--- config.mk ---
export PLATFORM = sky130hd
export DESIGN_NAME = procedural_icon_pixel_flat
export DESIGN_NICKNAME = d
export VERILOG_FILES = /design/src/rtl/core/pip_pkg.sv /design/src/rtl/core/pip_stream_if.sv /design/src/rtl/core/procedural_icon_pixel.sv /design/src/flat_wrapper.sv
export VERILOG_INCLUDE_DIRS = /design/src /design/src/rtl/core
export SDC_FILE = /design/constraint.sdc
export NUM_CORES = 2
export LEC_CHECK = 0
export BUFFER_PORTS_ARGS = -buffer_cell sky130_fd_sc_hd__buf_2
export CORE_ASPECT_RATIO = 1.2
export CORE_MARGIN = 3
export CORE_UTILIZATION = 59
export CTS_CLUSTER_DIAMETER = 200
export DETAILED_ROUTE_END_ITERATION = 8
export PLACE_DENSITY = 0.87
export SLEW_MARGIN = 5
export SYNTH_ARGS = -nofsm -noshare
export SYNTH_HDL_FRONTEND = slang
export SYNTH_SLANG_ARGS = --single-unit
--- constraint.sdc ---
create_clock -name clk -period 8.5 [get_ports clk]
set_input_delay 1.7 -clock clk [delete_from_list [all_inputs] [get_ports clk]]
set_output_delay 1.7 -clock clk [all_outputs]
set_load 0.05 [all_outputs]
--- src/rtl/core/procedural_icon_pixel_assert.svh ---
// Assertion macros shared by the RTL of the icon pixel block.
// Every macro samples on clk and is switched off while arst_n is low.
`ifndef PROCEDURAL_ICON_PIXEL_ASSERT_SVH
`define PROCEDURAL_ICON_PIXEL_ASSERT_SVH

// The consequent must hold in the same cycle as the antecedent.
`define PIP_ASSERT_NOW(label, ante, cons, msg) \
	label: assert property (@(posedge clk) disable iff (!arst_n) (ante) |-> (cons)) \
		else $error(msg);

// The consequent must hold in the cycle after the antecedent.
`define PIP_ASSERT_NEXT(label, ante, cons, msg) \
	label: assert property (@(posedge clk) disable iff (!arst_n) (ante) |=> (cons)) \
		else $error(msg);

`endif

--- src/rtl/core/pip_pkg.sv ---
package pip_pkg;

	// Fraction bits of the distance from the icon center.
	localparam int DIST_FRAC_BITS = 4;
	localparam int HALF_SHIFT     = DIST_FRAC_BITS - 1;

	localparam int AW        = 8;                  // |2p - 255|
	localparam int QW        = 2 * AW + 1;         // ax^2 + ay^2
	localparam int RW        = DIST_FRAC_BITS + 8; // distance and root width
	localparam int SW        = 2 * RW;             // radicand, padded to even width
	localparam int SQ_STAGES = (RW + 1) / 2;       // two root bits per stage
	localparam int UW        = DIST_FRAC_BITS + 5; // offset into the outline band
	localparam int BW        = DIST_FRAC_BITS + 12;// color blend sum
	localparam int NW        = 19;                 // soft ramp numerator
	localparam int NPW       = RW + 12;
	localparam int VW        = 16;                 // alpha before scaling, Q.8
	localparam int SFW       = 17;                 // soft ramp before saturation
	localparam int SCW       = 17;                 // alpha scale, Q1.16
	localparam int AFW       = 34;
	localparam int PADDR_W   = 3;

	// Division by seven through a reciprocal; exact for numerators below 2^22 / 5.
	localparam int RECIP_SHIFT = 22;
	localparam int RECIP_W     = 20;
	localparam logic [RECIP_W-1:0] RECIP_SEVEN = RECIP_W'(((1 << RECIP_SHIFT) + 6) / 7);

	localparam logic [RW-1:0] T92  = RW'(92 << DIST_FRAC_BITS);
	localparam logic [RW-1:0] T108 = RW'(108 << DIST_FRAC_BITS);
	localparam logic [RW-1:0] T128 = RW'(128 << DIST_FRAC_BITS);
	localparam logic [UW-1:0] BAND_DEN  = UW'(16 << DIST_FRAC_BITS);
	localparam logic [BW-1:0] BAND_HALF = BW'(8 << DIST_FRAC_BITS);

	localparam logic [11:0]    OUTL_MUL   = 12'd4080;
	localparam logic [VW-1:0]  VMAX       = 16'hFF00;
	localparam logic [AFW-1:0] ALPHA_HALF = AFW'(1 << 23);
	localparam logic [8:0]     ABS_MID    = 9'd255;

	localparam logic [17:0] LUM_R     = 18'd299;
	localparam logic [17:0] LUM_G     = 18'd587;
	localparam logic [17:0] LUM_B     = 18'd114;
	localparam logic [17:0] LUM_SPLIT = 18'd127500;

	localparam logic [7:0] STYLE_LO      = 8'h10;
	localparam logic [7:0] STYLE_END     = 8'hD0;
	localparam logic [7:0] STYLE_DEFAULT = 8'h4F;

	localparam logic [1:0] SHAPE_CIRCLE  = 2'd0;
	localparam logic [1:0] SHAPE_SQUARE  = 2'd1;
	localparam logic [1:0] SHAPE_DIAMOND = 2'd2;

	localparam logic [1:0] MODE_SOFT    = 2'd0;
	localparam logic [1:0] MODE_OUTLINE = 2'd1;
	localparam logic [1:0] MODE_HARD    = 2'd2;
	localparam logic [1:0] MODE_FILLED  = 2'd3;

	localparam logic REG_ICON_RGB   = 1'b0;
	localparam logic REG_ICON_STYLE = 1'b1;

	typedef logic [7:0] coord_t;
	typedef logic [7:0] chan_t;

	// round(65536 * 2^((k - 15) / 3))
	function automatic logic [SCW-1:0] alpha_scale(input logic [3:0] k);
		logic [SCW-1:0] s;
		case (k)
			4'd0: s = 17'd2048;
			4'd1: s = 17'd2580;
			4'd2: s = 17'd3251;
			4'd3: s = 17'd4096;
			4'd4: s = 17'd5161;
			4'd5: s = 17'd6502;
			4'd6: s = 17'd8192;
			4'd7: s = 17'd10321;
			4'd8: s = 17'd13004;
			4'd9: s = 17'd16384;
			4'd10: s = 17'd20643;
			4'd11: s = 17'd26008;
			4'd12: s = 17'd32768;
			4'd13: s = 17'd41285;
			4'd14: s = 17'd52016;
			4'd15: s = 17'd65536;
			default: s = '0;
		endcase
		return s;
	endfunction

endpackage

--- src/rtl/core/pip_stream_if.sv ---
interface pip_coord_if;
	logic              valid;
	logic              ready;
	pip_pkg::coord_t   pixel_x;
	pip_pkg::coord_t   pixel_y;

	modport source (output valid, output pixel_x, output pixel_y, input ready);
	modport sink (input valid, input pixel_x, input pixel_y, output ready);
endinterface

interface pip_pixel_if;
	logic            valid;
	logic            ready;
	pip_pkg::chan_t  red;
	pip_pkg::chan_t  green;
	pip_pkg::chan_t  blue;
	pip_pkg::chan_t  alpha;

	modport source (output valid, output red, output green, output blue, output alpha,
		input ready);
	modport sink (input valid, input red, input green, input blue, input alpha,
		output ready);
endinterface

--- src/rtl/core/procedural_icon_pixel.sv ---
// Channel   Kind            Beat contents
// coord     valid/ready in  pixel_x, pixel_y (8 bits each)
// pixel     valid/ready out red, green, blue, alpha (8 bits each)
// APB       psel/penable    icon_rgb at 0x0, icon_style at 0x4, pready tied high
//
// One beat enters per clock and one leaves per clock when the sink keeps up.
// A beat accepted on coord passes thirteen register stages on its way to
// pixel, six of them for the integer square root of the circle shape at
// two root bits per stage.
// Reset clears both registers and all stage valid bits, not the data path.
// Each stage moves on when it is empty or when the stage after it moves, so a
// stall on pixel fills bubbles first and then holds every beat in place.
`include "procedural_icon_pixel_assert.svh"

module procedural_icon_pixel (
	input  logic                        clk,
	input  logic                        arst_n,
	pip_coord_if.sink                   coord,
	pip_pixel_if.source                 pixel,
	input  logic                        psel,
	input  logic                        penable,
	input  logic                        pwrite,
	input  logic [pip_pkg::PADDR_W-1:0] paddr,
	input  logic [31:0]                 pwdata,
	output logic [31:0]                 prdata,
	output logic                        pready
);

	localparam int RW   = pip_pkg::RW;
	localparam int SW   = pip_pkg::SW;
	localparam int UW   = pip_pkg::UW;
	localparam int BW   = pip_pkg::BW;
	localparam int NW   = pip_pkg::NW;
	localparam int VW   = pip_pkg::VW;
	localparam int FB   = pip_pkg::DIST_FRAC_BITS;
	localparam int NSQ  = pip_pkg::SQ_STAGES;

	// Stage positions in the valid vector.
	localparam int IX_S1 = 0;
	localparam int IX_S2 = 1;
	localparam int IX_SQ = 2;
	localparam int IX_S4 = IX_SQ + NSQ;
	localparam int IX_S5 = IX_S4 + 1;
	localparam int IX_S6 = IX_S4 + 2;
	localparam int IX_S7 = IX_S4 + 3;
	localparam int IX_S8 = IX_S4 + 4;
	localparam int NST   = IX_S8 + 1;

	// ------------------------------------------------------------------
	// Configuration registers. The user must change them only while the pipeline
	// is empty; the block does not enforce it. Stages read them without copies.
	// ------------------------------------------------------------------
	logic [23:0] icon_rgb_q;
	logic [7:0]  icon_style_q;
	logic        outl_white_q;
	logic        wr_en;
	logic [7:0]  sty_fix;
	logic [1:0]  shape;
	logic [1:0]  mode;
	logic [3:0]  kidx;
	logic [17:0] lum;

	assign pready = 1'b1;
	assign wr_en  = psel && penable && pwrite;

	always_ff @(posedge clk or negedge arst_n) begin
		if (!arst_n) begin
			icon_rgb_q   <= '0;
			icon_style_q <= '0;
		end else if (wr_en) begin
			case (paddr[2])
				pip_pkg::REG_ICON_RGB: icon_rgb_q <= pwdata[23:0];
				pip_pkg::REG_ICON_STYLE: icon_style_q <= pwdata[7:0];
				default: ;
			endcase
		end
	end

	always_comb begin
		case (paddr[2])
			pip_pkg::REG_ICON_RGB: prdata = {8'h00, icon_rgb_q};
			pip_pkg::REG_ICON_STYLE: prdata = {24'h000000, icon_style_q};
			default: prdata = '0;
		endcase
	end

	// Styles outside the legal window fall back to the default style byte.
	always_comb begin
		if (icon_style_q inside {[pip_pkg::STYLE_LO : pip_pkg::STYLE_END - 8'd1]}) begin
			sty_fix = icon_style_q - pip_pkg::STYLE_LO;
		end else begin
			sty_fix = pip_pkg::STYLE_DEFAULT - pip_pkg::STYLE_LO;
		end
	end

	assign shape = sty_fix[7:6];
	assign mode  = sty_fix[5:4];
	assign kidx  = sty_fix[3:0];

	// Dark base colors get a white outline in filled mode, light ones a black one.
	assign lum = pip_pkg::LUM_R * 18'(icon_rgb_q[23:16])
		+ pip_pkg::LUM_G * 18'(icon_rgb_q[15:8])
		+ pip_pkg::LUM_B * 18'(icon_rgb_q[7:0]);

	always_ff @(posedge clk or negedge arst_n) begin
		if (!arst_n) begin
			outl_white_q <= 1'b1;
		end else begin
			outl_white_q <= (lum < pip_pkg::LUM_SPLIT);
		end
	end

	// ------------------------------------------------------------------
	// Flow control. A stage advances when it is empty or its successor
	// advances; the valid bits shift along with the data.
	// ------------------------------------------------------------------
	logic [NST-1:0] vld_q;
	logic [NST-1:0] vld_in;
	logic [NST-1:0] adv;

	assign vld_in = {vld_q[NST-2:0], coord.valid};

	always_comb begin
		adv[NST-1] = !vld_q[NST-1] || pixel.ready;
		for (int i = NST - 2; i >= 0; i--) begin
			adv[i] = !vld_q[i] || adv[i+1];
		end
	end

	always_ff @(posedge clk or negedge arst_n) begin
		if (!arst_n) begin
			vld_q <= '0;
		end else begin
			for (int i = 0; i < NST; i++) begin
				if (adv[i]) begin
					vld_q[i] <= vld_in[i];
				end
			end
		end
	end

	assign coord.ready = adv[IX_S1];

	// ------------------------------------------------------------------
	// Stage 1: offsets from the center in half-pixel units, |2p - 255|.
	// ------------------------------------------------------------------
	logic [8:0]             x2;
	logic [8:0]             y2;
	logic [pip_pkg::AW-1:0] ax_nx;
	logic [pip_pkg::AW-1:0] ay_nx;
	logic [pip_pkg::AW-1:0] ax_s1;
	logic [pip_pkg::AW-1:0] ay_s1;

	assign x2    = {coord.pixel_x, 1'b0};
	assign y2    = {coord.pixel_y, 1'b0};
	assign ax_nx = (x2 >= pip_pkg::ABS_MID) ? 8'(x2 - pip_pkg::ABS_MID)
		: 8'(pip_pkg::ABS_MID - x2);
	assign ay_nx = (y2 >= pip_pkg::ABS_MID) ? 8'(y2 - pip_pkg::ABS_MID)
		: 8'(pip_pkg::ABS_MID - y2);

	always_ff @(posedge clk) begin
		if (adv[IX_S1]) begin
			ax_s1 <= ax_nx;
			ay_s1 <= ay_nx;
		end
	end

	// ------------------------------------------------------------------
	// Stage 2: squared radius for the circle, and the square or diamond
	// distance, both scaled to DIST_FRAC_BITS fraction bits.
	// ------------------------------------------------------------------
	logic [pip_pkg::QW-1:0] qsum;
	logic [8:0]             lin9;
	logic [SW-1:0]          sq_s2;
	logic [RW-1:0]          lin_s2;

	assign qsum = pip_pkg::QW'(ax_s1) * pip_pkg::QW'(ax_s1)
		+ pip_pkg::QW'(ay_s1) * pip_pkg::QW'(ay_s1);

	always_comb begin
		case (shape)
			pip_pkg::SHAPE_SQUARE: lin9 = {1'b0, (ax_s1 > ay_s1) ? ax_s1 : ay_s1};
			default: lin9 = 9'(ax_s1) + 9'(ay_s1);
		endcase
	end

	always_ff @(posedge clk) begin
		if (adv[IX_S2]) begin
			sq_s2  <= SW'(qsum) << (2 * pip_pkg::HALF_SHIFT);
			lin_s2 <= RW'(lin9) << pip_pkg::HALF_SHIFT;
		end
	end

	// ------------------------------------------------------------------
	// Square root stages, restoring method, two root bits per stage. The
	// radicand shifts left as its bit pairs are consumed; the remainder
	// leaves the last stage as s - root^2.
	// ------------------------------------------------------------------
	logic [RW-1:0] sqr_root_s3 [NSQ];
	logic [RW+1:0] sqr_rem_s3  [NSQ];
	logic [SW-1:0] sqr_rad_s3  [NSQ];
	logic [RW-1:0] sqr_lin_s3  [NSQ];

	genvar gj;
	generate
		for (gj = 0; gj < NSQ; gj++) begin : g_sqrt
			logic [RW-1:0] root_in;
			logic [RW+1:0] rem_in;
			logic [SW-1:0] rad_in;
			logic [RW-1:0] lin_in;
			logic [RW-1:0] root_nx;
			logic [RW+1:0] rem_nx;
			logic [SW-1:0] rad_nx;

			if (gj == 0) begin : g_first
				assign root_in = '0;
				assign rem_in  = '0;
				assign rad_in  = sq_s2;
				assign lin_in  = lin_s2;
			end else begin : g_rest
				assign root_in = sqr_root_s3[gj-1];
				assign rem_in  = sqr_rem_s3[gj-1];
				assign rad_in  = sqr_rad_s3[gj-1];
				assign lin_in  = sqr_lin_s3[gj-1];
			end

			always_comb begin : p_step
				logic [RW+3:0] acc;
				logic [RW+3:0] trial;
				root_nx = root_in;
				rem_nx  = rem_in;
				rad_nx  = rad_in;
				acc     = '0;
				trial   = '0;
				for (int b = 0; b < 2; b++) begin
					if (2 * gj + b < RW) begin
						acc    = {rem_nx, rad_nx[SW-1 -: 2]};
						trial  = (RW+4)'({root_nx, 2'b01});
						rad_nx = rad_nx << 2;
						if (acc >= trial) begin
							rem_nx  = (RW+2)'(acc - trial);
							root_nx = {root_nx[RW-2:0], 1'b1};
						end else begin
							rem_nx  = acc[RW+1:0];
							root_nx = {root_nx[RW-2:0], 1'b0};
						end
					end
				end
			end

			always_ff @(posedge clk) begin
				if (adv[IX_SQ+gj]) begin
					sqr_root_s3[gj] <= root_nx;
					sqr_rem_s3[gj]  <= rem_nx;
					sqr_rad_s3[gj]  <= rad_nx;
					sqr_lin_s3[gj]  <= lin_in;
				end
			end
		end
	endgenerate

	// ------------------------------------------------------------------
	// Stage 4: the circle rounds its root half up (remainder above the
	// root); the other shapes take the linear distance.
	// ------------------------------------------------------------------
	logic          round_up;
	logic [RW-1:0] dist_s4;

	assign round_up = sqr_rem_s3[NSQ-1] > (RW+2)'(sqr_root_s3[NSQ-1]);

	always_ff @(posedge clk) begin
		if (adv[IX_S4]) begin
			if (shape == pip_pkg::SHAPE_CIRCLE) begin
				dist_s4 <= sqr_root_s3[NSQ-1] + RW'(round_up);
			end else begin
				dist_s4 <= sqr_lin_s3[NSQ-1];
			end
		end
	end

	// ------------------------------------------------------------------
	// Stage 5: threshold compares, the soft ramp numerator
	// (128 - d) * 4080 / 2^F and the offset into the outline band.
	// ------------------------------------------------------------------
	localparam int NPW_W = pip_pkg::NPW;
	logic [NPW_W-1:0] nfull;
	logic          lt128;
	logic          lt92_s5;
	logic          lt108_s5;
	logic          gt92_s5;
	logic          gt108_s5;
	logic          gt128_s5;
	logic [NW-1:0] soft_n_s5;
	logic [UW-1:0] u_s5;

	assign lt128 = dist_s4 < pip_pkg::T128;
	assign nfull = NPW_W'(pip_pkg::T128 - dist_s4) * NPW_W'(pip_pkg::OUTL_MUL);

	always_ff @(posedge clk) begin
		if (adv[IX_S5]) begin
			lt92_s5   <= dist_s4 < pip_pkg::T92;
			lt108_s5  <= dist_s4 < pip_pkg::T108;
			gt92_s5   <= dist_s4 > pip_pkg::T92;
			gt108_s5  <= dist_s4 > pip_pkg::T108;
			gt128_s5  <= dist_s4 > pip_pkg::T128;
			soft_n_s5 <= lt128 ? nfull[FB +: NW] : '0;
			u_s5      <= UW'(dist_s4 - pip_pkg::T92);
		end
	end

	// ------------------------------------------------------------------
	// Stage 6: soft ramp divided by seven, outline ramp, and the filled
	// mode color blend toward the outline color inside the band.
	// ------------------------------------------------------------------
	localparam int SPW = NW + pip_pkg::RECIP_W;
	localparam int OPW = UW + 12;

	logic [SPW-1:0]         sprod;
	logic [OPW-1:0]         oprod;
	logic [7:0]             ocol;
	logic [7:0]             col_nx [3];
	logic [pip_pkg::SFW-1:0] soft_s6;
	logic [VW-1:0]          oln_s6;
	logic                   lt92_s6;
	logic                   lt108_s6;
	logic                   gt128_s6;
	logic [7:0]             col_s6 [3];

	assign sprod = SPW'(soft_n_s5) * SPW'(pip_pkg::RECIP_SEVEN);
	assign oprod = OPW'(u_s5) * OPW'(pip_pkg::OUTL_MUL);
	assign ocol  = {8{outl_white_q}};

	always_comb begin : p_blend
		logic [7:0]    base;
		logic [BW-1:0] mix;
		base = '0;
		mix  = '0;
		for (int c = 0; c < 3; c++) begin
			base = icon_rgb_q[8*(2-c) +: 8];
			mix  = BW'(base) * BW'(pip_pkg::BAND_DEN - u_s5)
				+ (outl_white_q ? BW'(u_s5) * BW'(8'd255) : '0)
				+ pip_pkg::BAND_HALF;
			if (mode == pip_pkg::MODE_FILLED && gt108_s5) begin
				col_nx[c] = ocol;
			end else if (mode == pip_pkg::MODE_FILLED && gt92_s5) begin
				col_nx[c] = mix[FB+4 +: 8];
			end else begin
				col_nx[c] = base;
			end
		end
	end

	always_ff @(posedge clk) begin
		if (adv[IX_S6]) begin
			soft_s6  <= sprod[pip_pkg::RECIP_SHIFT +: pip_pkg::SFW];
			oln_s6   <= oprod[FB +: VW];
			lt92_s6  <= lt92_s5;
			lt108_s6 <= lt108_s5;
			gt128_s6 <= gt128_s5;
			col_s6   <= col_nx;
		end
	end

	// ------------------------------------------------------------------
	// Stage 7: alpha before scaling, chosen by the edge mode.
	// ------------------------------------------------------------------
	logic [VW-1:0] v_nx;
	logic [VW-1:0] v_s7;
	logic [7:0]    col_s7 [3];

	always_comb begin
		case (mode)
			pip_pkg::MODE_SOFT: begin
				v_nx = (soft_s6 > pip_pkg::SFW'(pip_pkg::VMAX)) ? pip_pkg::VMAX
					: soft_s6[VW-1:0];
			end
			pip_pkg::MODE_OUTLINE: begin
				if (lt92_s6 || gt128_s6) begin
					v_nx = '0;
				end else if (lt108_s6) begin
					v_nx = oln_s6;
				end else begin
					v_nx = pip_pkg::VMAX;
				end
			end
			default: v_nx = gt128_s6 ? '0 : pip_pkg::VMAX;
		endcase
	end

	always_ff @(posedge clk) begin
		if (adv[IX_S7]) begin
			v_s7   <= v_nx;
			col_s7 <= col_s6;
		end
	end

	// ------------------------------------------------------------------
	// Stage 8, the output register: alpha scale with rounding.
	// ------------------------------------------------------------------
	logic [pip_pkg::AFW-1:0] aprod;
	logic [7:0]              alpha_s8;
	logic [7:0]              col_s8 [3];

	assign aprod = pip_pkg::AFW'(v_s7) * pip_pkg::AFW'(pip_pkg::alpha_scale(kidx))
		+ pip_pkg::ALPHA_HALF;

	always_ff @(posedge clk) begin
		if (adv[IX_S8]) begin
			alpha_s8 <= aprod[24 +: 8];
			col_s8   <= col_s7;
		end
	end

	assign pixel.valid = vld_q[IX_S8];
	assign pixel.red   = col_s8[0];
	assign pixel.green = col_s8[1];
	assign pixel.blue  = col_s8[2];
	assign pixel.alpha = alpha_s8;

	// ------------------------------------------------------------------
	// Assertions.
	// ------------------------------------------------------------------
	`PIP_ASSERT_NOW(a_root_remainder, vld_q[IX_S4-1],
		sqr_rem_s3[NSQ-1] <= (RW+2)'({sqr_root_s3[NSQ-1], 1'b0}),
		"square root remainder exceeds twice the root")
	`PIP_ASSERT_NOW(a_alpha_bound, vld_q[IX_S7], v_s7 <= pip_pkg::VMAX,
		"unscaled alpha above full scale")
	`PIP_ASSERT_NEXT(a_zero_alpha, vld_q[IX_S7] && adv[IX_S8] && (v_s7 == '0),
		alpha_s8 == '0, "zero coverage produced nonzero alpha")
	`PIP_ASSERT_NEXT(a_filled_outline,
		vld_q[IX_S5] && adv[IX_S6] && (mode == pip_pkg::MODE_FILLED) && gt108_s5,
		(col_s6[0] == ocol) && (col_s6[1] == ocol) && (col_s6[2] == ocol),
		"filled mode outside the band did not take the outline color")

endmodule
--- src/flat_wrapper.sv ---
// flat-port wrapper written by rule: the top's interface ports become plain ports
module procedural_icon_pixel_flat 
  (clk, arst_n, psel, penable, pwrite, paddr, pwdata, prdata, pready, coord_valid, coord_pixel_x, coord_pixel_y, coord_ready, pixel_valid, pixel_red, pixel_green, pixel_blue, pixel_alpha, pixel_ready);
  pip_coord_if coord_i ();
  pip_pixel_if pixel_i ();
  input  logic clk;
  input  logic arst_n;
  input  logic psel;
  input  logic penable;
  input  logic pwrite;
  input  logic [pip_pkg::PADDR_W-1:0] paddr;
  input  logic [31:0] pwdata;
  output logic [31:0] prdata;
  output logic pready;
  input wire logic [$bits(coord_i.valid)-1:0] coord_valid;
  input wire logic [$bits(coord_i.pixel_x)-1:0] coord_pixel_x;
  input wire logic [$bits(coord_i.pixel_y)-1:0] coord_pixel_y;
  output wire logic [$bits(coord_i.ready)-1:0] coord_ready;
  output wire logic [$bits(pixel_i.valid)-1:0] pixel_valid;
  output wire logic [$bits(pixel_i.red)-1:0] pixel_red;
  output wire logic [$bits(pixel_i.green)-1:0] pixel_green;
  output wire logic [$bits(pixel_i.blue)-1:0] pixel_blue;
  output wire logic [$bits(pixel_i.alpha)-1:0] pixel_alpha;
  input wire logic [$bits(pixel_i.ready)-1:0] pixel_ready;
  assign coord_i.valid = coord_valid;
  assign coord_i.pixel_x = coord_pixel_x;
  assign coord_i.pixel_y = coord_pixel_y;
  assign coord_ready = coord_i.ready;
  assign pixel_valid = pixel_i.valid;
  assign pixel_red = pixel_i.red;
  assign pixel_green = pixel_i.green;
  assign pixel_blue = pixel_i.blue;
  assign pixel_alpha = pixel_i.alpha;
  assign pixel_i.ready = pixel_ready;
  procedural_icon_pixel u_core (.clk(clk), .arst_n(arst_n), .coord(coord_i), .pixel(pixel_i), .psel(psel), .penable(penable), .pwrite(pwrite), .paddr(paddr), .pwdata(pwdata), .prdata(prdata), .pready(pready));
endmodule
==> summary.md <==
| Metric | Value |
|---|---|
| Clk slew on worst S/H paths | `about 70 ps` |
| Post-synth top area cell | `fa_1` |
| Worst slew margin | `approximately 16%` |
| Simple-gate portion of the synthesized area | `between 10 and 15%` |
| Cells after Synth | `around 5400` |
| Drt first pass iters | `6` |
| R2R depth | `28` |
| Share of cells above drive strength 1 | `between 10% and 20%` |
| Hold crit path type | `flop to flop` |
| Hold endpoint | `u_core.sqr_lin_s3[0][4]` |
| Largest net degree at the start of global routing | `61` |
| Synth Flop Type | `edfxtp_1` |
| First-pass GRT wire length | `212 mm` |
| Antenna viol nets, final | `0` |
| Max-cap check violation count | `0` |
| DRT iter0 DRCs | `3398` |
| Mux contribution to synthesized area | `under 10%` |
| Netlist Area Pre-Place | `55000 µm²` |
| Row Count | `roughly 120` |
| Die ar. | `~97000 µm²` |
| Fraction of registers with async set/reset | `10.1%` |
| R2R setup slack | `-130 ps` |
| CTS Hold Buffers Added | `0` |
| I/O pins | `around 130` |
| Reg2Reg Launch Point | `u_core.u_s5[1]` |
| Required time worst endpoint | `slightly below 9000 ps` |
| Synth warnings | `0` |
| Most frequent CP cell | `fa_1` |
| Nets | `7069` |
| Tmin final | `around 8600 ps` |
| Horiz. Die Dim | `between 200 and 300 µm` |
| Most frequent cells in the layout | `inv_1 (1153), fa_1 (721), ha_1 (657), nand2_1 (447), edfxtp_1 (408)` |
| CTS root buf | `clkbuf_16` |
| Setup crit start kind | `flop` |
| Seq cells post-synth | `between 400 and 500` |
| Max Slew Vio Count | `0` |
| Peak fanout along the critical path | `5` |
| Worst-Skew Late Latency | `between 600 and 700 ps` |
| Placer Congestion | `approximately 0.93` |
| CTS tree | `done` |
| Post-Synth XOR/XNOR Area | `under 10%` |
| Hold path depth | `0` |
| Min-delay src | `u_core.g_sqrt[0].lin_in[4]` |
| Post-Route WL | `between 100 and 150 mm` |
| Crit end category | `flop` |
| Worst reg2reg path endpoint | `u_core.col_s6[7]` |
| Syn Area/Cell | `between 10 and 15 µm²` |
| Measured slew at the worst slew-check pin | `between 1000 and 1500 ps` |
| Crit path largest cell delay | `about 550 ps` |
| Number of global-route vias before repair | `around 43000` |
| WL/cell | `between 15 and 20 µm` |
| Final hold viol count | `0` |
| Final setup viols | `4` |
| RSZ-0062 raised after global routing | `yes` |
| Critical path's slowest cell | `fa_1` |
| Clock Skews | `approximately 53 ps` |
| Initial antenna violation count | `5` |
| PnR worst setup slack | `-127 ps` |
| Yosys top cell area share | `approximately a quarter` |
| Commonest non-fill, non-tap cell in the layout | `inv_1` |
| H-tree Lvls | `2` |
| Residual overflow from global routing | `0` |
| Post-synthesis adder-cell area fraction | `42.3%` |
| Drt via density | `5.85` |
| Overall routing resource usage | `a little over a quarter` |
| Synth cell types | `91` |
| Area contributors post-synth | `fa_1 (27%), edfxtp_1 (22%), ha_1 (16%), inv_1 (8.0%), xnor2_1 (3.2%)` |
| Max Buffers Root-to-Sink | `3` |
| Failing checks | `setup timing` |
| # port buffers | `between 100 and 150` |
| Core area | `92400 µm²` |
| Initial Util | `about three fifths` |
| Vias | `a little over 40000` |
| Critical path arrival | `between 8000 and 9000 ps` |
| Period Utilization, post-route | `101%` |
| Dpl hpwl | `approximately 100 mm` |
| Synth Area in Compound Gates | `just over 7%` |
| Setup CP Type | `flop to flop` |
| Area Growth Syn to Fin | `9.89%` |
| Worst slack, placed | `-193 ps` |
| Largest family of logic cells by synthesized area | `adder cells` |
| Max Freq | `around 0.12 GHz` |
| Sequential area share after synthesis | `24.4%` |
| Clock sinks | `about 450` |
| Status | `complete, but fails checks` |
| Number of flops mapped to enable cells by yosys | `between 400 and 500` |
| Die extent in y | `around 340 µm` |
| # DRC | `0` |
| CTS buffer count | `between 50 and 60` |
[metrics by stage]
stage	TNS (ps)	instances	utilization (%)	instance area, µm²	hold WS [ps]
floorplan	0	5416	-	55000	400
global placement	-58.3	6758	62.5	57700	401
detailed placement	-774	6758	62.5	57700	405
CTS	0	6855	64.6	59600	402
global route	-2140	6875	65.4	60400	418
finish	-145	6877	65.4	60400	412
[flip-flops by register name, indices dropped and copies added, names as in the netlist, 8 cells and up]
name	count
u_core.col_s6	24
u_core.col_s7	24
u_core.dist_s4	12
u_core.g_sqrt.lin_in	9
u_core.g_sqrt.rad_in	15
u_core.icon_rgb_q	24
u_core.icon_style_q	8
u_core.oln_s6	16
u_core.pixel.alpha	8
u_core.pixel.blue	8
u_core.pixel.green	8
u_core.pixel.red	8
u_core.soft_n_s5	19
u_core.soft_s6	17
u_core.sqr_lin_s3	54
u_core.sqr_rad_s3	24
u_core.sqr_rem_s3	73
u_core.sqr_root_s3	42
u_core.u_s5	9
u_core.v_s7	16
u_core.vld_q	13
[worst max-delay path by stage]
stage | to | slack [ps] | startpoint
after CTS | u_core.col_s6[23] | 0.1 | u_core.u_s5[1]
after global placement | u_core.col_s6[15] | -40 | u_core.u_s5[3]
after detailed placement | u_core.col_s6[15] | -190 | u_core.u_s5[1]
after global routing | u_core.col_s6[7] | -340 | u_core.u_s5[1]
final | u_core.col_s6[7] | -130 | u_core.u_s5[1]
after floorplan | u_core.pixel.alpha[6] | 260 | u_core.icon_style_q[5]
[synthesized netlist by cell type (all sizes together) (72+ instances only)]
library cell / count
a21oi: 154
and2: 241
clkbuf: 125
edfxtp: 408
fa: 731
ha: 689
inv: 1177
mux2: 72
nand2: 458
nor2: 247
o21ai: 127
xnor2: 204
[cells by family after synthesis]
family                     after synthesis
AOI/OAI and AO/OA                      589
xor gates and xnor gates               262
muxes                                   89
buffers and inverters                 1324
and+or+nand+nor                       1269
other                                    2
adders and majority gates             1420
DFF                                    454
[worst max-delay path, delay by kind of cell (launching register included)]
kind | cells | cell delay (ps)
flops | 1 | 500
buf+inv | 8 | 990
fa+ha+maj | 11 | 4670
xor+xnor | 2 | 460
simple gates | 2 | 500
mux | 1 | 180
compound gates | 4 | 1030
[metal layers]
metal	vias to the layer above	GRT usage, %	part of all wire (%)
li1	17684	-	-
met2	2035	48.4	51
met3	710	4.37	7.9
met5	-	0	0.027
met4	4	14.3	6.6
met1	19774	31.1	35
[layout make-up]
type / count / area (µm²)
sequential: 454 / 13400
inverter: 1178 / 4420
tap: 1240 / 1550
multi-input combinational: 3638 / 37400
antenna: 3 / 7.51
timing repair buffer: 268 / 1860
fill: 6080 / 31900
clock buffer: 71 / 1420
clock inverter: 25 / 379
[timing repair]
item	CTS	global route
setup endpoints to repair	12	22
setup buffers	1	21
pin swaps	11	126
gates resized for setup	24	149
Power is not shown: default switching activity piles up to over one toggle a cycle in this logic, so the estimate is an artifact.
